$ cat src/hdl/bpm_pkg.sv
// Shared constants, register codes and stage types of the bucketed peak meter.
// No dependencies; every other file of the block but the macros header uses it by scoped names.
package bpm_pkg;

	localparam int HISTORY_DEPTH = 256;
	localparam int NUM_LANES     = 2;

	localparam int SAMPLE_W   = 32;
	localparam int MAG_W      = 31;
	localparam int FILL_W     = 16;
	localparam int BUCKET_W   = 32;
	localparam int CHAN_W     = 2;
	localparam int ENTRY_W    = BUCKET_W + MAG_W;
	localparam int CFG_IDX_W  = 1;
	localparam int CFG_DATA_W = 16;

	localparam logic [7:0] EXP_ALL_ONES = 8'hFF;

	localparam logic REQ_READ = 1'b1;

	typedef enum logic [CFG_IDX_W-1:0] {
		CFG_CHANNEL_COUNT = 1'b0,
		CFG_BUCKET_FRAMES = 1'b1
	} cfg_reg_t;

	localparam logic [CHAN_W-1:0] CHAN_RESET   = 2'd2;
	localparam logic [FILL_W-1:0] FRAMES_RESET = 16'd1200;

	// Payload carried down the pipeline next to the address unit.
	typedef struct packed {
		logic                             is_read;
		logic                             block_end;
		logic [NUM_LANES-1:0][MAG_W-1:0]  mag;
	} stage_t;

	// Result of a frame request from the merge stage.
	typedef struct packed {
		logic                 published;
		logic [BUCKET_W-1:0]  bucket_index;
		logic [MAG_W-1:0]     peak;
	} frame_res_t;

endpackage

$ cat src/hdl/bpm_mod.sv
// Query index modulo the history depth: reciprocal multiply, back-multiply,
// subtract, then one correcting subtract. Three register stages. Uses bpm_pkg.
module bpm_mod #(
	parameter int DEPTH = bpm_pkg::HISTORY_DEPTH
) (
	input  logic                         clk,
	input  logic                         adv,
	input  logic [bpm_pkg::BUCKET_W-1:0] q_in,
	output logic [bpm_pkg::BUCKET_W-1:0] q_s3,
	output logic [((DEPTH > 1) ? $clog2(DEPTH) : 1)-1:0] r_s3
);

	localparam int AW = (DEPTH > 1) ? $clog2(DEPTH) : 1;
	localparam logic [32:0] Recip  = 33'((65'd1 << 32) / DEPTH);
	localparam logic [31:0] DepthW = 32'(DEPTH);
	localparam logic [AW:0] DepthR = (AW + 1)'(DEPTH);

	logic [64:0]  prod1;
	logic [31:0]  est_s1, q_s1, q_s2, prod_s2, diff;
	logic [AW:0]  diff_s3;

	// quotient estimate, low by at most one
	assign prod1 = 65'(q_in) * 65'(Recip);
	assign diff  = q_s2 - prod_s2;

	always_ff @(posedge clk) begin
		if (adv) begin
			q_s1    <= q_in;
			est_s1  <= prod1[63:32];
			q_s2    <= q_s1;
			prod_s2 <= est_s1 * DepthW;
			q_s3    <= q_s2;
			diff_s3 <= diff[AW:0];
		end
	end

	// remainder is below twice the depth here
	always_comb begin
		if (diff_s3 >= DepthR) begin
			r_s3 = AW'(diff_s3 - DepthR);
		end else begin
			r_s3 = diff_s3[AW-1:0];
		end
	end

endmodule

$ cat config.mk
export PLATFORM = sky130hd
export DESIGN_NAME = bpm_mod
export DESIGN_NICKNAME = d
export VERILOG_FILES = /design/src/hdl/bpm_pkg.sv /design/src/hdl/bpm_mod.sv
export SDC_FILE = /design/constraint.sdc
export NUM_CORES = 1
export LEC_CHECK = 0
export ABC_CLOCK_PERIOD_IN_PS = 800
export BUFFER_PORTS_ARGS = -buffer_cell sky130_fd_sc_hd__clkbuf_2
export CAP_MARGIN = 10
export CORE_MARGIN = 5
export CORE_UTILIZATION = 45
export CTS_CLUSTER_DIAMETER = 200
export DETAILED_ROUTE_END_ITERATION = 8
export GPL_TIMING_DRIVEN = 1
export PLACE_DENSITY = 0.69
export RECOVER_POWER = 100
export SLEW_MARGIN = 20
export SYNTH_ARGS = -nofsm -noshare
export SYNTH_HDL_FRONTEND = slang
export SYNTH_SLANG_ARGS = --single-unit
$ cat constraint.sdc
create_clock -name clk -period 0.8 [get_ports clk]
set_input_delay 0.12 -clock clk [delete_from_list [all_inputs] [get_ports clk]]
set_output_delay 0.12 -clock clk [all_outputs]
set_load 0.01 [all_outputs]
==> metrics.md <==
| Metric | Value |
|---|---|
| Clk_skew | 0.008107 ns |
| Longest individual stage delay on the worst path | about 0.42 ns |
| Post-DR wirelength/cell | roughly 15 µm |
| Yosys warns | 0 |
| Initial Utilization | between 40 and 50% |
| Inserted Diodes | 0 |
| DRT iter0 DRCs | just under 70 |
| Max FO, Critical Path | 1 |
| Final hold viol count | 0 |
| Syn avg cell area | 28.30 µm² |
| Post-layout instance area | between 0.003 and 0.004 mm² |
| Main synth FF type | edfxtp_1 |
| Layout cells sized above 1 | between 40% and 50% |
| Final ANT Viol Nets | 0 |
| CTS root buffer | clkbuf_8 |
| Final GP Congestion | just under 0.7 |
| P&R area growth vs syn | 32.48% |
| CTS H-tree lvls | 3 |
| Hold Startpoint | adv |
| Worst min path class | input port to flop |
| Worst reg-to-reg path cell count | 0 |
| Unrepaired setup endpoints after global routing | true |
| Met1 Use GR | approximately an eighth |
| Post-synth net total | 138 |
| Crit path time final | roughly 1.0 ns |
| CP required | a little under 0.7 ns |
| Top cell family by delay on the critical path | flip-flops |
| Area of the multi-input gates | 0 µm² |
| #MultiIn Comb | 0 |
| Busiest metal layer after global routing | met2 |
| CTS tree | yes |
| Setup TNS | -7.049 ns |
| Most frequent cell after synthesis | edfxtp_1 |
| Clk sinks | 96 |
| Vias in the first global route | 1437 |
| Global Route Usage Sum | about 11% |
| Crit path kind | flop to output port |
| Total of max-cap violations | 0 |
| Max_slew headroom | approximately three quarters |
| Register area | between 0.002 and 0.003 mm² |
| Port bufs | 73 |
| Main area contributors after synthesis | edfxtp_1 (98%), buf_4 (2.0%) |
| WL final | roughly 4.4 mm |
| Die ar. | between 0.008 and 0.009 mm² |
| First-pass GRT wire length | between 7 and 8 mm |
| Syn Std Cell Area | just under 0.003 mm² |
| Cell row count | 29 |
| Synth top cells by count | edfxtp_1 (96), buf_4 (8) |
| Gr ovfl total | 0 |
| EDFF count, synth | 96 |
| CP cell instances | clkbuf_2 |
| F_max | 0.9783 GHz |
| Synth top area share | between 90% and 100% |
| Failing checks | negative setup slack |
| Antenna violations before repair | 0 |
| Filler Cell Count | around 440 |
| Slowest CP cell | edfxtp_1 |
| Run status | complete, but fails checks |
| Unique masters post-synth | 2 |
| Largest net degree at the start of global routing | 28 |
| R2R Path Start | q_s1[20] |
| Hold EP | q_s2[14] |
| Worst setup EP type | output port |
| Register area share after synthesis | between 90% and 100% |
| First-pass iteration count of the detailed router | 4 |
| Worst Hold Depth | 1 |
| Worst vdd ir | about 0.0015 V |
| Final nets | about 250 |
| Reg2reg setup slack | approximately 0.15 ns |
| Drt drc | 0 |
| # IOs | 74 |
| GR Util met2 | between 10% and 20% |
| Post-Synthesis Cells | between 100 and 150 |
| Final Max Slew Viols | 0 |
| Reg-to-Reg End | q_s2[20] |
| CP Data Arrival Time | roughly 0.90 ns |
| Core region area | 0.006350 mm² |
| Async S/R FF share, synth | 0% |
| Synth area leader | edfxtp_1 |
| Cts bufs inserted | 9 |
| Clk buf depth | 2 |
| CP startpoint kind | flop |
| Worst Tran Pin Value | 0.3457 ns |
| Die width | 90.87 µm |
| Clock transition at path regs | approximately 0.080 ns |
| DP HPWL | roughly 2.8 mm |
| Skew-Pair Late Insertion Delay | 0.34 ns |
| Power per cell area | approximately 2400 mW/mm² |
| Placement Cell Area | about 0.0034 mm² |
| Vias | 1357 |
| Die Ht | between 90 and 100 µm |
| Leakage | 1.484 nW |
| Via/cell ratio | 4.493 |
| Critical path buffers and inverters | 1 |
| Worst setup margin | -0.2222 ns |
| Met3 global-route usage | about 3.5% |
| Fin crit share | 127.8% |
| Seq cells post-synth | 96 |
| Final setup violation count | 40 |
[how the worst max path moves through the flow]
stage / endpoint / startpoint / depth (start not counted)
6_report: q_s3[11] / q_s3[11] / 1
3_5_place_dp: q_s3[13] / adv / 2
5_1_grt: r_s3[5] / q_s3[5] / 1
3_3_place_gp: q_s3[12] / adv / 2
4_1_cts: q_s3[5] / q_s3[5] / 1
2_1_floorplan: r_s3[0] / q_s3[0] / 1
[placed cells by master, fill, tap and decap left out]
cell	instances
clkbuf_8	9
clkbuf_4	4
clkbuf_2	70
clkinv_2	1
edfxtp_1	96
clkbuf_1	6
dlygate4sd3_1	32
buf_2	3
clkinvlp_4	3
bufinv_16	1
[cells by family after synthesis]
family                 Yosys count  share of synthesized area [%]
buffers and inverters            8                          2.041
flip-flops                      96                          97.96
[per-layer routing]
| layer | routed length (µm) | share of wire (%) | up-vias |
|---|---|---|---|
| met1 | 1565 | 35 | 647 |
| li1 | - | - | 641 |
| met2 | 2386 | 54 | 58 |
| met3 | 329 | 7.5 | 11 |
| met4 | 130 | 2.9 | 0 |
| met5 | 0 | 0 | - |
[power by group]
group	internal (mW)	switching [mW]	total (mW)	leakage [nW]
combinational	0.247	0.242	0.489	0.459
sequential	5.94	0.0990	6.04	0.940
clock	1.44	1.49	2.93	0.0856
total	7.63	1.83	9.46	1.48
[sequential cells by signal (all words and copies together) (netlist names)]
signal,cells
q_s1,32
q_s2,32
q_s3,32
[through the flow]
| step | utilization [%] | hold slack [ns] | setup slack [ns] | cells | power, mW |
|---|---|---|---|---|---|
| after CTS | 62.27 | 0.1159 | -0.2312 | 302 | 9.605 |
| after global routing | 61.40 | 0.1717 | -0.2681 | 302 | 9.832 |
| after global placement | 54.25 | 0.2975 | -0.02322 | 254 | 6.518 |
| after floorplan | - | 0.2189 | 0.1023 | 104 | 6.217 |
| after detailed placement | 54.25 | 0.2986 | -0.04681 | 254 | 6.564 |
| final | 61.40 | 0.1452 | -0.2222 | 302 | 9.460 |
[area by class of cell]
cell class            instances  share of cell area, %
Clock buffer                 11                  3.370
Clock inverter                5                  1.476
Sequential cell              96                  73.94
Tap cell                     77                  2.471
Timing Repair Buffer        113                  18.74
[what timing repair did]
item	CTS	global route
gates cloned	0	0
buffers inserted	0	0
gates resized for setup	0	3
hold buffers	32	0
setup endpoints to repair	40	40
hold endpoints to repair	32	0
Power figures use the tool's default switching activity.
