## src/hdl/bpm_pkg.sv

```systemverilog
// Shared constants, register codes and stage types of the bucketed peak meter.
// No dependencies; every other file of the block but the macros header uses it by scoped names.
package bpm_pkg;

	localparam int HISTORY_DEPTH = 256;
	localparam int NUM_LANES     = 2;

	localparam int SAMPLE_W   = 32;
	localparam int MAG_W      = 31;
	localparam int FILL_W     = 16;
	localparam int BUCKET_W   = 32;
	localparam int CHAN_W     = 2;
	localparam int ENTRY_W    = BUCKET_W + MAG_W;
	localparam int CFG_IDX_W  = 1;
	localparam int CFG_DATA_W = 16;

	localparam logic [7:0] EXP_ALL_ONES = 8'hFF;

	localparam logic REQ_READ = 1'b1;

	typedef enum logic [CFG_IDX_W-1:0] {
		CFG_CHANNEL_COUNT = 1'b0,
		CFG_BUCKET_FRAMES = 1'b1
	} cfg_reg_t;

	localparam logic [CHAN_W-1:0] CHAN_RESET   = 2'd2;
	localparam logic [FILL_W-1:0] FRAMES_RESET = 16'd1200;

	// Payload carried down the pipeline next to the address unit.
	typedef struct packed {
		logic                             is_read;
		logic                             block_end;
		logic [NUM_LANES-1:0][MAG_W-1:0]  mag;
	} stage_t;

	// Result of a frame request from the merge stage.
	typedef struct packed {
		logic                 published;
		logic [BUCKET_W-1:0]  bucket_index;
		logic [MAG_W-1:0]     peak;
	} frame_res_t;

endpackage

```

## src/hdl/bpm_lane.sv

```systemverilog
// One channel lane: magnitude of an IEEE-single sample, zero when not finite
// or when the lane is disabled. Depends on bpm_pkg.
module bpm_lane (
	input  logic [bpm_pkg::SAMPLE_W-1:0] sample,
	input  logic                         en,
	output logic [bpm_pkg::MAG_W-1:0]    mag
);

	logic finite;

	// exponent all ones means inf or NaN
	assign finite = (sample[30:23] != bpm_pkg::EXP_ALL_ONES);
	assign mag    = (en && finite) ? sample[bpm_pkg::MAG_W-1:0] : '0;

endmodule

```

## config.mk

```make
export PLATFORM = sky130hd
export DESIGN_NAME = bpm_lane
export DESIGN_NICKNAME = d
export VERILOG_FILES = /design/src/hdl/bpm_pkg.sv /design/src/hdl/bpm_lane.sv
export SDC_FILE = /design/constraint.sdc
export NUM_CORES = 1
export LEC_CHECK = 0
export BUFFER_PORTS_ARGS = -buffer_cell sky130_fd_sc_hd__clkbuf_2
export CORE_UTILIZATION = 38
export DETAILED_ROUTE_END_ITERATION = 8
export GPL_TIMING_DRIVEN = 0
export PLACE_DENSITY_LB_ADDON = 0.1
export SYNTH_ARGS = -nofsm -noshare
export SYNTH_HDL_FRONTEND = slang
export SYNTH_SLANG_ARGS = --single-unit
```

## constraint.sdc

```tcl
create_clock -name vclk -period 1.4
set_input_delay 0.14 -clock vclk [all_inputs]
set_output_delay 0.14 -clock vclk [all_outputs]
set_load 0.01 [all_outputs]
```

==> flow_metrics.tcl, run 1 <==
set metrics [dict create \
    postCtsSetupRepairBufs 0 \
    cts_resized 0 \
    synth_area_um2 531 \
    grt_use_total_pct 15.4 \
    drc 0 \
    critPathCaptureType "output pin" \
    routedWlPerCell_um 9.01 \
    syn_inst 75 \
    synth-seq-area-share_pct 0 \
    fp.dieW_um 39.4 \
    fmax_ghz 0.908 \
    cts_hold_buf 0 \
    fin_util_pct 66.4 \
    power.switching_uw 118 \
    slew_headroom_pct 74.4 \
    powerDensity_nw_per_um2 262 \
    multi_input_area_um2 407 \
    required_ps 1260 \
    gr-usage-met2_pct 32.9 \
    nFillCells 130 \
    setup-violations-final 0 \
    max_cap_viol_count 0 \
    wl_um 1380 \
    overflow 0 \
    min_period_ps 1100 \
    critPathMaxStageDelay_ps 180 \
    syn_nets 108 \
    grt_pass1_wl_um 1760 \
    rows 13 \
    syn_avg_cell_area_um2 7.07 \
    yosysUniqueCellTypes 8 \
    max-vdd-ir-drop_mv 0.139 \
    dr_total_vias 715 \
    pin_count 64 \
    rsz0062_at_grt "no" \
    drt-initial-drc-count 2 \
    hp-class "in -> out" \
    maxSlewViolCount 0 \
    p_comb_share_pct 100.0 \
    die_y_um 39.4 \
    dr.pass1.iters 2 \
    worstPathCellList "clkbuf_2, and4_4, buf_6, buf_12, a21oi_2, clkbuf_2" \
    clockBufferCount 0 \
    avgViaCountPerCell 4.67 \
    initial_core_util_pct 40.8 \
    met1_usage_pct 16.3 \
    finalSetupTns_ps 0 \
    busiest_layer "met2" \
    critPathLaunchType "primary input" \
    nFlopsAndLatches 0 \
    power.share.switching_pct 52.1 \
    drive_gt1_share_pct 74.6 \
    grt_pass1_vias 492 \
    grt_use_met3_pct 0 \
    p_int_uw 109 \
    whs_ps 566 \
    area_delta_synth_final_pct 63.0 \
    cp_data_arrival_time_ps 960 \
    regArea_um2 0 \
    p_clk_share_pct 0 \
    cp_slowest_cell "and4_4" \
    startpoint "sample[28]" \
    worstPathMaxFanout 10 \
    core_um2 1300 \
    die-area_um2 1550 \
    port_buffers 63 \
    path_common_cell "clkbuf_2" \
    critPathKind "in -> out" \
    status "finished, final reports clean" \
    hp-start "sample[1]" \
    tightest_slew_ps 384 \
    leakage_uw 0.000464 \
    drtAntennaViolNets 0 \
    grt_max_degree 11 \
    yosysWarnings 0 \
    antennaDiodeCount 0 \
    power_frac_seq_pct 0 \
    gp_congestion 0.685 \
    nNetsFinal 173 \
    dp_hpwl_um 1170 \
    fin_crit_sh_pct 78.7 \
    hold_violations 0 \
    antenna_found_initial 0 \
]
==> cells in the final DEF (no fill, tap or decap) <==
master	instances
buf_6	4
clkbuf_1	3
and4_4	2
a21oi_2	30
buf_4	1
a21oi_1	1
nand2_1	31
buf_12	3
clkbuf_2	63
==> Yosys cell counts <==
cell type / number / area, um^2
nand2_1: 31 / 116
buf_12: 3 / 60.1
and4_4: 2 / 22.5
buf_6: 4 / 45.0
buf_4: 1 / 7.51
clkbuf_1: 3 / 11.3
a21oi_2: 30 / 263
a21oi_1: 1 / 5.00
==> layer usage <==
layer,wire [um],up-vias
met2,727,29
met1,557,307
li1,-,377
met5,0,-
met3,80,2
met4,12,0
==> critical path, delay by kind of cell <==
kind | cells | cell delay (ps)
simple gates | 1 | 180
buf+inv | 4 | 500
compound gates | 1 | 130
==> cell type report <==
cell class | instances | share of cell area (%)
Multi-Input combinational cell | 64 | 47.0
Timing Repair Buffer | 63 | 36.5
Buffer | 11 | 14.3
Tap cell | 15 | 2.17
==> cells by family (layout without fill, tap and decap cells) <==
family                 count (synthesis)  count (layout)  synth area share [%]
AO/OA/AOI/OAI                         31              31                  50.5
buffers and inverters                 11              74                  23.3
AND/OR/NAND/NOR                       33              33                  26.2
==> stage by stage <==
stage | total power [uW] | cell area (um^2) | std cells | setup slack, ps
floorplan | 130 | 531 | 75 | 511
global placement | 224 | 865 | 153 | 318
detailed placement | 229 | 865 | 153 | 296
CTS | 230 | 865 | 153 | 294
global route | 250 | 865 | 153 | 178
finish | 227 | 865 | 153 | 298
==> path summary, 6_finish.rpt <==
path  endpoint  cells after the start
max    mag[22]                      6
min     mag[1]                      4
==> power groups by stage <==
stage	clock network [uW]	logic (uW)	registers (uW)
2_1_floorplan	0	130	0
4_1_cts	0	230	0
3_5_place_dp	0	229	0
3_3_place_gp	0	224	0
6_report	0	227	0
5_1_grt	0	250	0
Power figures use the tool's default switching activity.
==> inputs of run 2 (changes only) <==
CORE_UTILIZATION = 35   (was 38)
clock period = 1.05 ns   (was 1.4 ns; I/O delays follow)
==> run 2 against run 1 <==
  * Worst setup slack got worse by 230 ps
  * Flip-flop and latch count stayed put
  * Cell area is 5.9% higher
  * Die area grew 8.1%
  * Worst hold slack worse by 69 ps
  * Sequential share of layout area stayed put
  * Via count decreased by 0.84%
  * Routed wire length up 7.6%
  * Critical path type unchanged
  * Critical endpoint is now mag[25]
  * Clock-buffer cell count unchanged
  * Power up 40%
==> flow_metrics.tcl, run 2 (synthesis gave the netlist of run 1 again) <==
set metrics [dict create \
    multi_input_area_um2 407 \
    overflow 0 \
    regArea_um2 0 \
    status "finished, final reports clean" \
    startpoint "sample[28]" \
    rows 13 \
    cp_data_arrival_time_ps 880 \
    final_common_cell "clkbuf_2" \
    cts_hold_buf 0 \
    fmax_ghz 1.02 \
    grt_use_total_pct 14.4 \
    dr_total_vias 709 \
    max_cap_viol_count 0 \
    drt-initial-drc-count 5 \
    routedWlPerCell_um 9.69 \
    slew_headroom_pct 88.0 \
    core_um2 1350 \
    drc 0 \
    whs_ps 498 \
    dp_hpwl_um 1210 \
    p_comb_share_pct 100.0 \
    grt_max_degree 11 \
    p_int_uw 155 \
    clockBufferCount 0 \
    power.share.switching_pct 50.9 \
    required_ps 940 \
    port_buffers 63 \
    fin_crit_sh_pct 93.6 \
    maxSlewViolCount 0 \
    pin_count 64 \
    p_clk_share_pct 0 \
    die_y_um 40.9 \
    rsz0062_at_grt "no" \
    critPathKind "in -> out" \
    gp_congestion 0.773 \
    wl_um 1480 \
    antenna_found_initial 0 \
    initial_core_util_pct 39.3 \
    area_delta_synth_final_pct 72.6 \
    tightest_slew_ps 180 \
    min_period_ps 983 \
    worstPathMaxFanout 5 \
    nFillCells 129 \
    fin_util_pct 67.8 \
    hp-start "sample[3]" \
    grt_pass1_vias 466 \
    power_frac_seq_pct 0 \
    finalSetupTns_ps 0 \
    dr.pass1.iters 3 \
    critPathLaunchType "primary input" \
    power.switching_uw 161 \
    hp-class "in -> out" \
    drive_gt1_share_pct 76.8 \
    nNetsFinal 173 \
    antennaDiodeCount 0 \
    drtAntennaViolNets 0 \
    leakage_uw 0.000490 \
    die-area_um2 1680 \
    hold_violations 0 \
    grt_pass1_wl_um 1750 \
    avgViaCountPerCell 4.63 \
    critPathCaptureType "output pin" \
    fp.dieW_um 40.9 \
    mostFrequentLayoutCells "clkbuf_2, nand2_1, a21oi_2, buf_2, buf_12" \
    powerDensity_nw_per_um2 346 \
    nFlopsAndLatches 0 \
    max-vdd-ir-drop_mv 0.201 \
    setup-violations-final 0 \
]
## run 2: cell count changes in the layout (fill, tap and decap cells not counted), sizes merged
cell and change:
buf +5, clkbuf -5
## run 2: routing by layer
layer	global-route usage (%)	share of wire (%)
met3	0	8.2
met4	1.67	0
met2	29.7	52
met5	0	0
met1	16.3	39
## run 2: path summary, 6_finish.rpt
| path | to | slack, ps | depth (start not counted) |
|---|---|---|---|
| min | mag[3] | 500 | 4 |
| max | mag[25] | 70 | 5 |
## run 2: area by class of cell
type / instances / share of cell area [%]
multi-input combinational: 64 / 44.4
timing repair buffer: 65 / 39.9
tap: 15 / 2.05
buffer: 9 / 13.7
## run 2: through the flow
stage | setup WS [ps] | std cells | cell area (um^2) | total power (uW)
after floorplan | 231 | 75 | 531 | 173
after global placement | 28.8 | 153 | 865 | 299
after detailed placement | 5.06 | 153 | 865 | 307
after CTS | 0.337 | 153 | 865 | 308
after global routing | 17.7 | 153 | 916 | 352
final | 67.1 | 153 | 916 | 317
## run 2: power by group through the flow
stage / Sequential, uW / Combinational (uW) / Clock (uW)
2_1_floorplan: 0 / 173 / 0
6_report: 0 / 317 / 0
3_5_place_dp: 0 / 307 / 0
4_1_cts: 0 / 308 / 0
5_1_grt: 0 / 352 / 0
3_3_place_gp: 0 / 299 / 0
## run 2: worst max-delay path, stage by stage
cell	delay [ps]
clkbuf_2	90
and4_4	230
clkbuf_16	170
a21oi_2	140
clkbuf_2	140
## run 2: repair_timing
action                                  CTS  global route
resized for setup                         0            17
endpoints found under the setup margin    0            30
buffers inserted                          0             0
