<file path="config.mk">
export PLATFORM = sky130hd
export DESIGN_NAME = bpm_merge
export DESIGN_NICKNAME = d
export VERILOG_FILES = /design/src/hdl/bpm_pkg.sv /design/src/hdl/bpm_merge.sv
export SDC_FILE = /design/constraint.sdc
export NUM_CORES = 1
export LEC_CHECK = 0
export BUFFER_PORTS_ARGS = -buffer_cell sky130_fd_sc_hd__buf_2
export CAP_MARGIN = 20
export CORE_MARGIN = 5
export CORE_UTILIZATION = 35
export CTS_CLUSTER_SIZE = 14
export DETAILED_ROUTE_END_ITERATION = 10
export HOLD_SLACK_MARGIN = 0.08
export SLEW_MARGIN = 20
export SYNTH_ARGS = -nofsm -noshare
export SYNTH_HDL_FRONTEND = slang
export SYNTH_SLANG_ARGS = --single-unit
</file>
<file path="constraint.sdc">
create_clock -name clk -period 7 [get_ports clk]
set_input_delay 1.4 -clock clk [delete_from_list [all_inputs] [get_ports clk]]
set_output_delay 1.4 -clock clk [all_outputs]
set_load 0.05 [all_outputs]
</file>
<file path="src/hdl/bpm_pkg.sv">
// Shared constants, register codes and stage types of the bucketed peak meter.
// No dependencies; every other file of the block but the macros header uses it by scoped names.
package bpm_pkg;

	localparam int HISTORY_DEPTH = 256;
	localparam int NUM_LANES     = 2;

	localparam int SAMPLE_W   = 32;
	localparam int MAG_W      = 31;
	localparam int FILL_W     = 16;
	localparam int BUCKET_W   = 32;
	localparam int CHAN_W     = 2;
	localparam int ENTRY_W    = BUCKET_W + MAG_W;
	localparam int CFG_IDX_W  = 1;
	localparam int CFG_DATA_W = 16;

	localparam logic [7:0] EXP_ALL_ONES = 8'hFF;

	localparam logic REQ_READ = 1'b1;

	typedef enum logic [CFG_IDX_W-1:0] {
		CFG_CHANNEL_COUNT = 1'b0,
		CFG_BUCKET_FRAMES = 1'b1
	} cfg_reg_t;

	localparam logic [CHAN_W-1:0] CHAN_RESET   = 2'd2;
	localparam logic [FILL_W-1:0] FRAMES_RESET = 16'd1200;

	// Payload carried down the pipeline next to the address unit.
	typedef struct packed {
		logic                             is_read;
		logic                             block_end;
		logic [NUM_LANES-1:0][MAG_W-1:0]  mag;
	} stage_t;

	// Result of a frame request from the merge stage.
	typedef struct packed {
		logic                 published;
		logic [BUCKET_W-1:0]  bucket_index;
		logic [MAG_W-1:0]     peak;
	} frame_res_t;

endpackage

</file>
<file path="src/hdl/bpm_merge.sv">
// Merge stage: folds the lane magnitudes into the running peak, counts the
// bucket fill and decides when a bucket is published. Uses bpm_pkg.
module bpm_merge #(
	parameter int DEPTH = bpm_pkg::HISTORY_DEPTH
) (
	input  logic                                             clk,
	input  logic                                             arst_n,
	input  logic                                             fire,
	input  logic                                             block_end,
	input  logic [bpm_pkg::NUM_LANES-1:0][bpm_pkg::MAG_W-1:0] mag,
	input  logic [bpm_pkg::FILL_W-1:0]                       bucket_frames,
	output bpm_pkg::frame_res_t                              res,
	output logic                                             wr_en,
	output logic [((DEPTH > 1) ? $clog2(DEPTH) : 1)-1:0]     wr_addr,
	output logic [bpm_pkg::ENTRY_W-1:0]                      wr_data
);

	localparam int AW = (DEPTH > 1) ? $clog2(DEPTH) : 1;
	localparam logic [AW-1:0] LastSlot = AW'(DEPTH - 1);

	logic [bpm_pkg::MAG_W-1:0]    peak_q, peak_new;
	logic [bpm_pkg::FILL_W-1:0]   fill_q, fill_after;
	logic [bpm_pkg::BUCKET_W-1:0] number_q;
	logic [AW-1:0]                slot_q;
	logic [bpm_pkg::FILL_W:0]     limit, next_fill;
	logic                         close, partial;

	// peak over the lanes
	always_comb begin
		peak_new = peak_q;
		for (int i = 0; i < bpm_pkg::NUM_LANES; i++) begin
			if (mag[i] > peak_new) begin
				peak_new = mag[i];
			end
		end
	end

	// bucket close and partial publish
	assign limit      = (bucket_frames == '0) ? {1'b1, {bpm_pkg::FILL_W{1'b0}}}
	                                          : {1'b0, bucket_frames};
	assign next_fill  = {1'b0, fill_q} + 1'b1;
	assign close      = (next_fill >= limit);
	assign fill_after = close ? '0 : next_fill[bpm_pkg::FILL_W-1:0];
	assign partial    = block_end && (fill_after != '0);

	assign res.published    = close || partial;
	assign res.bucket_index = number_q;
	assign res.peak         = peak_new;

	assign wr_en   = fire && (close || partial);
	assign wr_addr = slot_q;
	assign wr_data = {number_q + 1'b1, peak_new};

	// bucket state; the slot restarts with the bucket number when it wraps
	always_ff @(posedge clk or negedge arst_n) begin
		if (!arst_n) begin
			peak_q   <= '0;
			fill_q   <= '0;
			number_q <= '0;
			slot_q   <= '0;
		end else if (fire) begin
			fill_q <= fill_after;
			if (close) begin
				peak_q   <= '0;
				number_q <= number_q + 1'b1;
				slot_q   <= (slot_q == LastSlot || number_q == '1) ? '0 : slot_q + 1'b1;
			end else begin
				peak_q <= peak_new;
			end
		end
	end

endmodule

</file>
==> results of run 1 <==
==> how the worst min path moves through the flow <==
stage,startpoint,endpoint,slack (ns),cells past startpoint
final,wr_addr[7],wr_addr[7],0.52,1
after global routing,wr_addr[7],wr_addr[7],0.55,1
after CTS,wr_addr[7],wr_addr[7],0.53,1
after detailed placement,wr_addr[7],wr_addr[7],0.52,1
after global placement,wr_addr[7],wr_addr[7],0.49,1
after floorplan,fill_q[12],fill_q[12],0.49,1
==> cell usage in the layout, fill, tap and decap left out, drive strengths merged, types with 2 or more instances in the layout <==
master and instances:
ha 82, nand3b 2, a221oi 4, o21ai 29
a21o 4, a21oi 28, o221ai 31, xnor2 39
clkbuf 14, or4 32, mux2 2, nor2 43
mux2i 63, a211oi 3, or2 5, o31ai 6
and3 14, xor2 36, and2 2, o21bai 2
nand3 39, nand2 89, nand4 21, inv 92
nor4 11, dfrtp 87, buf 279, or3 3
nor3 14, nor2b 3, o2bb2ai 12
==> cell families (layout without fill, tap and decap cells) <==
group	after synthesis	after routing	share of synthesized area
AOI/OAI and AO/OA	125	125	0.116
adders and majority gates	82	82	0.133
muxes	65	65	0.0847
xor gates and xnor gates	75	75	0.0852
and+or+nand+nor	283	283	0.199
buffers and inverters	159	388	0.100
DFF	87	87	0.282
other	0	1	0
==> metal layers <==
| layer | vias to the layer above | GRT usage |
|---|---|---|
| li1 | 3540 | - |
| met1 | 3468 | 0.238 |
| met2 | 170 | 0.308 |
| met3 | 29 | 0.0177 |
| met4 | 0 | 0.0552 |
| met5 | - | 0 |
==> layout make-up <==
cell class                 count  area share
multi-input combinational    630       0.510
sequential                    87       0.210
timing repair buffer         284       0.184
tap                          280      0.0338
inverter                      88      0.0319
clock buffer                   9      0.0218
clock inverter                 7     0.00834
antenna                        1    0.000242
==> where the power goes <==
group          switching [mW]  leakage, nW  total, mW  internal [mW]
Sequential             0.0744         1.15      0.679          0.604
Clock                   0.240        0.150      0.526          0.286
Combinational            2.43         3.94       3.93           1.50
==> stage by stage <==
stage | power (mW) | std cells | setup TNS (ns)
after floorplan | 3.14 | 876 | -5.85
after global placement | 3.88 | 1360 | 0
after detailed placement | 3.90 | 1360 | -0.242
after CTS | 4.45 | 1376 | 0
after global routing | 5.40 | 1386 | -1.01
final | 5.13 | 1386 | 0
==> cells in the mapped netlist (all sizes together), types with 31 or more instances <==
cell type and n:
mux2i 63, nor2 43, ha 82, xor2 36, or4 32, buf 51
xnor2 39, dfrtp 87, nand2 89, inv 88, nand3 39, o221ai 31
==> flip-flops by register name, indices dropped and copies added (netlist names) <==
register and cells:
fill_q 16, number_q 32, peak_q 31, wr_addr 8
==> worst reg2reg max path: stages, from the launching register on <==
cell                        delay (ns)
sky130_fd_sc_hd__dfrtp_1          0.38
sky130_fd_sc_hd__inv_1            0.11
sky130_fd_sc_hd__ha_4             0.22
sky130_fd_sc_hd__a211oi_2         0.17
sky130_fd_sc_hd__nor2_1           0.09
sky130_fd_sc_hd__o31ai_1          0.29
sky130_fd_sc_hd__buf_4            0.18
sky130_fd_sc_hd__a21oi_4          0.06
sky130_fd_sc_hd__o22ai_4          0.35
sky130_fd_sc_hd__clkbuf_16        0.24
sky130_fd_sc_hd__mux2i_1          0.25
sky130_fd_sc_hd__ha_1             0.30
sky130_fd_sc_hd__a21oi_1          0.14
sky130_fd_sc_hd__a21oi_1          0.08
sky130_fd_sc_hd__nor4_1           0.25
sky130_fd_sc_hd__o21bai_1         0.17
sky130_fd_sc_hd__a21oi_2          0.23
sky130_fd_sc_hd__buf_4            0.38
sky130_fd_sc_hd__o21ai_2          0.11
sky130_fd_sc_hd__buf_4            0.29
sky130_fd_sc_hd__o221ai_1         0.23
==> repair_timing <==
item	in CTS	in global routing
gates resized for setup	1	162
setup buffers	0	6
pin swaps	0	24
cloned	0	3
endpoints found under the setup margin	20	62
==> metrics.txt, run 1 <==
# TYPE chip_impl_metric gauge
chip_impl_metric{name="worst_slew_pin_slew",unit="ns"} 1.03
chip_impl_metric{name="rows",unit=""} 54
chip_impl_metric{name="grt-ovfl-total",unit=""} 0
chip_impl_metric{name="final_area",unit="um^2"} 10400
chip_impl_metric{name="fmax",unit="MHz"} 146
chip_impl_metric{name="cts_buffer_depth",unit=""} 2
chip_impl_metric{name="fp.coreArea",unit="um^2"} 21800
chip_impl_metric{name="dr_total_vias",unit=""} 7207
chip_impl_info{name="slowest_stage",value="sky130_fd_sc_hd__o22ai_4"} 1
chip_impl_info{name="cts-root-buf",value="sky130_fd_sc_hd__clkbuf_16"} 1
chip_impl_metric{name="route.met3.wl",unit="um"} 1040
chip_impl_metric{name="max_cap_violations",unit=""} 0
chip_impl_metric{name="finalCoreUtilization",unit=""} 0.476
chip_impl_info{name="synth_area_leaders",value="sky130_fd_sc_hd__dfrtp_1 (28%), sky130_fd_sc_hd__ha_1 (13%), sky130_fd_sc_hd__mux2i_1 (8.2%)"} 1
chip_impl_info{name="cp-end-kind",value="output pin"} 1
chip_impl_metric{name="cts.clk_slew.worst_paths",unit="ns"} 0.08
chip_impl_metric{name="fin_skew",unit="ns"} 0.0100
chip_impl_metric{name="power_density",unit="nW/um^2"} 496
chip_impl_info{name="worst_setup_path_endpoint",value="wr_data[16]"} 1
chip_impl_info{name="kind_of_start_point_of_the_critical_path",value="input port"} 1
chip_impl_metric{name="maxSlewViolCount",unit=""} 0
chip_impl_metric{name="grt_max_degree",unit=""} 91
chip_impl_metric{name="postSynth.asyncResetShare",unit=""} 1.00
chip_impl_metric{name="last_weighted_congestion_value_of_the_routability_driven_placer",unit=""} 0.839
chip_impl_metric{name="reg2regPathDepth",unit=""} 20
chip_impl_info{name="cell_type_with_the_highest_aggregate_area_in_the_netlist",value="sky130_fd_sc_hd__dfrtp_1"} 1
chip_impl_metric{name="cts_max_level",unit=""} 3
chip_impl_metric{name="hold_viol",unit=""} 0
chip_impl_metric{name="placement.setup.worst_slack",unit="ns"} -0.0347
chip_impl_metric{name="dp_hpwl",unit="um"} 17100
chip_impl_metric{name="synth_area",unit="um^2"} 7710
chip_impl_metric{name="setup-violations-final",unit=""} 0
chip_impl_info{name="timing.rr.end",value="peak_q[15]"} 1
chip_impl_metric{name="number_of_nets_produced_by_synthesis",unit=""} 1040
chip_impl_metric{name="drt_first_pass_iters",unit=""} 5
chip_impl_metric{name="final.fill_count",unit=""} 2119
chip_impl_metric{name="drive_above_1_share",unit=""} 0.344
chip_impl_metric{name="syn_avg_cell_area",unit="um^2"} 8.80
chip_impl_metric{name="die_h",unit="um"} 158
chip_impl_metric{name="hold-worst-slack",unit="ns"} 0.523
chip_impl_metric{name="finalWirelength",unit="um"} 23900
chip_impl_info{name="cts_tree",value="yes"} 1
chip_impl_metric{name="detail_route.drc_violations",unit=""} 0
chip_impl_info{name="worst_r2r_startpoint",value="peak_q[4]"} 1
chip_impl_metric{name="timing.critical_path.buf_inv",unit=""} 6
chip_impl_metric{name="cp_slowest_stage_delay",unit="ns"} 0.35
chip_impl_metric{name="data_arrival_time_of_the_critical_path",unit="ns"} 5.46
chip_impl_metric{name="cts_sinks",unit=""} 87
chip_impl_metric{name="die_w",unit="um"} 158
chip_impl_info{name="top_layer",value="met4"} 1
chip_impl_metric{name="worst_ep_required_time",unit="ns"} 5.60
chip_impl_metric{name="final.min_clock_period",unit="ns"} 6.86
chip_impl_metric{name="layout-area-overhead-vs-synth",unit="%"} 34.3
chip_impl_metric{name="ys_types",unit=""} 60
chip_impl_metric{name="initial_utilization",unit=""} 0.354
chip_impl_metric{name="placed_area",unit="um^2"} 9230
chip_impl_metric{name="synth_enable_flop_cells",unit=""} 0
chip_impl_info{name="run_status",value="finished, final reports clean"} 1
chip_impl_metric{name="die_area",unit="um^2"} 25100
chip_impl_metric{name="cts_made_buffers",unit=""} 9
chip_impl_metric{name="num_io_pins",unit=""} 218
chip_impl_metric{name="wl_met2",unit="um"} 12000
chip_impl_info{name="ys_dominant_reg_cell",value="sky130_fd_sc_hd__dfrtp_1"} 1
chip_impl_metric{name="yosysWarningCount",unit=""} 0
chip_impl_metric{name="multiInputGateArea",unit="um^2"} 5280
chip_impl_metric{name="via_count_of_the_first_global_routing_pass",unit=""} 6957
chip_impl_metric{name="vdd.ir_drop.worst",unit="mV"} 0.437
chip_impl_metric{name="clkLatencyLatePin",unit="ns"} 0.35
chip_impl_metric{name="minimum_setup_slack_among_reg_to_reg_paths",unit="ns"} 2.39
chip_impl_metric{name="seqCellArea",unit="um^2"} 2180
chip_impl_metric{name="global_route_wire_length_before_repair",unit="um"} 36300
chip_impl_metric{name="area_share_of_the_largest_cell_type_after_synthesis",unit=""} 0.282
chip_impl_metric{name="cell_depth_of_the_worst_setup_path",unit=""} 20
chip_impl_metric{name="viasPerCell",unit=""} 5.20
chip_impl_info{name="cpLargestDelayFamily",value="buffers and inverters"} 1
chip_impl_metric{name="synthCells",unit=""} 876
chip_impl_metric{name="drt_iter0_drc",unit=""} 319
chip_impl_metric{name="critical_path.max_fanout",unit=""} 6
chip_impl_metric{name="global_route.usage.total",unit=""} 0.179
chip_impl_metric{name="nNetsFinal",unit=""} 1264
chip_impl_metric{name="post_cts_hold_buffer_count",unit=""} 0
chip_impl_metric{name="cellLeakagePower",unit="nW"} 5.24
chip_impl_metric{name="fin_crit_sh",unit=""} 0.981
chip_impl_metric{name="grt_antenna_before_repair",unit=""} 1
chip_impl_metric{name="layout_setup_ws",unit="ns"} 0.136
chip_impl_metric{name="share_of_synthesized_area_occupied_by_flip_flops_and_latches",unit=""} 0.282
chip_impl_metric{name="wl_per_cell",unit="um"} 17.2
chip_impl_metric{name="sum_of_routed_wire_segments_on_met1",unit="um"} 10400
chip_impl_info{name="timing.hold.worst.class",value="flip-flop to flip-flop"} 1
chip_impl_metric{name="port_buffers",unit=""} 217
chip_impl_info{name="timing.critical_path.cells",value="buf_2 -> ha_1 -> a211oi_2 -> nor2_1 -> o31ai_1 -> buf_4 -> a21oi_4 -> o22ai_4 -> buf_6 -> mux2i_2 -> ha_1 -> nand4_1 -> nor4_4 -> nand2_2 -> mux2i_4 -> nor2_4 -> buf_12 -> buf_12 -> mux2i_4 -> buf_6"} 1
chip_impl_metric{name="maxSlewHeadroom",unit=""} 0.315
chip_impl_metric{name="ant_nets",unit=""} 0
chip_impl_info{name="cp-startpoint",value="mag[3]"} 1
chip_impl_metric{name="ys_ff_latch",unit=""} 87
chip_impl_info{name="criticalPathCategory",value="input port to output pin"} 1
(Power assumes the default switching activity.)
==> run 2: changes to the inputs <==
CELL_PAD_IN_SITES_DETAIL_PLACEMENT = 1   (was unset)
CELL_PAD_IN_SITES_GLOBAL_PLACEMENT = 1   (was unset)
PLACE_DENSITY_LB_ADDON = 0.1   (was unset)
==> metrics.txt, run 2 (synthesized netlist as in run 1, its figures left out) <==
# TYPE chip_impl_metric gauge
chip_impl_info{name="run_status",value="finished, final reports clean"} 1
chip_impl_metric{name="cts.clk_slew.worst_paths",unit="ns"} 0.08
chip_impl_metric{name="nNetsFinal",unit=""} 1284
chip_impl_metric{name="cts_sinks",unit=""} 87
chip_impl_metric{name="fp.coreArea",unit="um^2"} 21800
chip_impl_info{name="worstHoldEndpoint",value="wr_addr[7]"} 1
chip_impl_metric{name="global_route.usage.total",unit=""} 0.202
chip_impl_metric{name="last_weighted_congestion_value_of_the_routability_driven_placer",unit=""} 0.791
chip_impl_metric{name="fmax",unit="MHz"} 144
chip_impl_metric{name="instances_no_fill",unit=""} 1405
chip_impl_metric{name="clkLatencyLatePin",unit="ns"} 0.35
chip_impl_info{name="mostFrequentLayoutCell",value="sky130_fd_sc_hd__buf_2"} 1
chip_impl_metric{name="grt-ovfl-total",unit=""} 0
chip_impl_info{name="timing.hold.worst.class",value="flip-flop to flip-flop"} 1
chip_impl_metric{name="cp_slowest_stage_delay",unit="ns"} 0.45
chip_impl_metric{name="initial_utilization",unit=""} 0.354
chip_impl_metric{name="cts_buffer_depth",unit=""} 2
chip_impl_metric{name="critical_path.max_fanout",unit=""} 7
chip_impl_info{name="largestRegisters",value="number_q x32, peak_q x31, fill_q x16"} 1
chip_impl_metric{name="p_total",unit="mW"} 5.64
chip_impl_metric{name="drive_above_1_share",unit=""} 0.372
chip_impl_info{name="timing.critical_path.cells",value="buf_4 -> ha_4 -> nand4_1 -> nor4_4 -> buf_4 -> a221oi_2 -> o21ai_2 -> o22ai_4 -> buf_12 -> buf_8 -> mux2i_4 -> ha_1 -> nand4_1 -> nor4_4 -> a221oi_4 -> nand4_1 -> a21oi_4 -> buf_6 -> nor2_4 -> clkbuf_16 -> mux2i_4 -> buf_6"} 1
chip_impl_metric{name="route.met3.wl",unit="um"} 970
chip_impl_metric{name="post_cts_hold_buffer_count",unit=""} 0
chip_impl_info{name="criticalPathCategory",value="input port to output pin"} 1
chip_impl_metric{name="holdPathStages",unit=""} 1
chip_impl_metric{name="net_load_switching_power",unit="mW"} 2.93
chip_impl_metric{name="finalWirelength",unit="um"} 27100
chip_impl_info{name="timing.rr.end",value="peak_q[11]"} 1
chip_impl_metric{name="die_w",unit="um"} 158
chip_impl_metric{name="cell_internal_pwr",unit="mW"} 2.71
chip_impl_metric{name="reg2regPathDepth",unit=""} 23
chip_impl_metric{name="grt_antenna_before_repair",unit=""} 0
chip_impl_metric{name="die_h",unit="um"} 158
chip_impl_metric{name="minimum_setup_slack_among_reg_to_reg_paths",unit="ns"} 2.04
chip_impl_metric{name="largest_register_ff_count",unit=""} 32
chip_impl_info{name="critical-path-top-cell-by-count",value="sky130_fd_sc_hd__nand4_1"} 1
chip_impl_metric{name="insertedDiodeCount",unit=""} 0
chip_impl_info{name="setup_repair_after_global_routing_missed_its_margin",value="true"} 1
chip_impl_metric{name="placed_area",unit="um^2"} 9270
chip_impl_metric{name="cellLeakagePower",unit="nW"} 5.39
chip_impl_info{name="startpoint_of_the_tightest_hold_check_path",value="wr_addr[7]"} 1
chip_impl_metric{name="final.fill_count",unit=""} 2533
chip_impl_metric{name="tns",unit="ns"} 0
chip_impl_metric{name="final_area",unit="um^2"} 10900
chip_impl_info{name="kind_of_start_point_of_the_critical_path",value="input port"} 1
chip_impl_metric{name="data_arrival_time_of_the_critical_path",unit="ns"} 5.55
chip_impl_metric{name="maxSlewHeadroom",unit=""} 0.375
chip_impl_metric{name="global_route_wire_length_before_repair",unit="um"} 41000
chip_impl_info{name="commonest_cells_after_routing_fill_and_taps_aside",value="sky130_fd_sc_hd__buf_2 (155), sky130_fd_sc_hd__inv_1 (88), sky130_fd_sc_hd__dfrtp_1 (87)"} 1
chip_impl_metric{name="power_density",unit="nW/um^2"} 518
chip_impl_metric{name="port_buffers",unit=""} 217
chip_impl_metric{name="wl_per_cell",unit="um"} 19.3
chip_impl_metric{name="dr_total_vias",unit=""} 7390
chip_impl_metric{name="layout-area-overhead-vs-synth",unit="%"} 41.4
chip_impl_metric{name="detail_route.drc_violations",unit=""} 0
chip_impl_metric{name="fin_crit_sh",unit=""} 0.993
chip_impl_metric{name="placedCellCount",unit=""} 1367
chip_impl_metric{name="num_io_pins",unit=""} 218
chip_impl_metric{name="timing.critical_path.buf_inv",unit=""} 7
chip_impl_metric{name="fin_skew",unit="ns"} 0.0111
chip_impl_metric{name="pwr-share-comb",unit=""} 0.784
chip_impl_metric{name="grt_max_degree",unit=""} 60
chip_impl_info{name="slowest_stage",value="sky130_fd_sc_hd__nor4_4"} 1
chip_impl_metric{name="final.min_clock_period",unit="ns"} 6.95
chip_impl_metric{name="ant_nets",unit=""} 0
chip_impl_metric{name="placement.setup.worst_slack",unit="ns"} -0.487
chip_impl_metric{name="switching_share",unit=""} 0.519
chip_impl_metric{name="hold-worst-slack",unit="ns"} 0.525
chip_impl_metric{name="max_cap_violations",unit=""} 0
chip_impl_metric{name="drt_iter0_drc",unit=""} 206
chip_impl_info{name="top_layer",value="met4"} 1
chip_impl_metric{name="sum_of_routed_wire_segments_on_met1",unit="um"} 12400
chip_impl_info{name="cts_tree",value="yes"} 1
chip_impl_info{name="cpLargestDelayFamily",value="simple AND/OR/NAND/NOR gates"} 1
chip_impl_info{name="worst_r2r_startpoint",value="peak_q[30]"} 1
chip_impl_metric{name="viasPerCell",unit=""} 5.26
chip_impl_metric{name="maxSlewViolCount",unit=""} 0
chip_impl_metric{name="wl_met2",unit="um"} 13400
chip_impl_metric{name="hold_viol",unit=""} 0
chip_impl_metric{name="setup-violations-final",unit=""} 0
chip_impl_metric{name="vdd.ir_drop.worst",unit="mV"} 0.450
chip_impl_metric{name="pwr-share-seq",unit=""} 0.122
chip_impl_metric{name="worst_ep_required_time",unit="ns"} 5.60
chip_impl_metric{name="clockPowerShare",unit=""} 0.094
chip_impl_metric{name="rows",unit=""} 54
chip_impl_metric{name="cts_max_level",unit=""} 3
chip_impl_info{name="cp-end-kind",value="output pin"} 1
chip_impl_info{name="max_flop_register",value="number_q"} 1
chip_impl_metric{name="drt_first_pass_iters",unit=""} 4
chip_impl_metric{name="dp_hpwl",unit="um"} 18900
chip_impl_metric{name="worst_slew_pin_slew",unit="ns"} 0.937
chip_impl_info{name="cts-root-buf",value="sky130_fd_sc_hd__clkbuf_16"} 1
chip_impl_metric{name="die_area",unit="um^2"} 25100
chip_impl_metric{name="via_count_of_the_first_global_routing_pass",unit=""} 7818
chip_impl_metric{name="cts_made_buffers",unit=""} 9
chip_impl_metric{name="layout_setup_ws",unit="ns"} 0.0480
chip_impl_metric{name="finalCoreUtilization",unit=""} 0.501
run 2: cell count changes in the layout (fill, tap and decap cells not counted), moves of 4 or more:
| cell | previous run | this run |
|---|---|---|
| sky130_fd_sc_hd__mux2i_4 | 19 | 30 |
| sky130_fd_sc_hd__ha_4 | 10 | 14 |
| sky130_fd_sc_hd__buf_2 | 187 | 155 |
| sky130_fd_sc_hd__buf_8 | 0 | 4 |
| sky130_fd_sc_hd__mux2i_1 | 38 | 25 |
| sky130_fd_sc_hd__buf_4 | 59 | 77 |
| sky130_fd_sc_hd__ha_1 | 72 | 68 |
| sky130_fd_sc_hd__buf_6 | 26 | 57 |
run 2: final cells by class:
type	count	area [um^2]	share of cell area
Sequential cell	87	2180	0.200
Tap cell	280	350	0.0321
Inverter	88	330	0.0303
Timing Repair Buffer	302	2220	0.204
Multi-Input combinational cell	632	5510	0.506
Clock buffer	9	225	0.0207
Clock inverter	7	86.3	0.00792
run 2: worst max-delay path by stage:
stage / slack (ns) / from / depth (start not counted) / to
finish: 0.05 / mag[30] / 22 / wr_data[16]
global route: -0.11 / mag[30] / 22 / res[16]
CTS: -0.04 / mag[18] / 17 / res[1]
detailed placement: -0.49 / mag[18] / 19 / res[4]
global placement: -0.27 / mag[18] / 19 / res[4]
floorplan: -0.20 / mag[29] / 18 / wr_data[0]
run 2: what timing repair did:
action | 4_1_cts | 5_1_grt
resized for setup | 40 | 222
setup endpoints to repair | 62 | 62
hold endpoints to repair | 0 | 0
buffers inserted | 8 | 11
pin swaps | 4 | 29
cloned | 2 | 2
run 2: per-layer routing:
metal / up-vias / track usage
met5: - / 0
met4: 0 / 0.0459
met3: 23 / 0.0196
met2: 160 / 0.351
met1: 3624 / 0.273
li1: 3583 / -
run 2: power by group through the flow:
stage          logic (mW)  clock network (mW)  registers [mW]
2_1_floorplan        2.48                   0           0.656
3_3_place_gp         3.22                   0           0.680
3_5_place_dp         3.25                   0           0.681
4_1_cts              3.50               0.550           0.673
5_1_grt              4.69               0.562           0.697
6_report             4.42               0.533           0.687
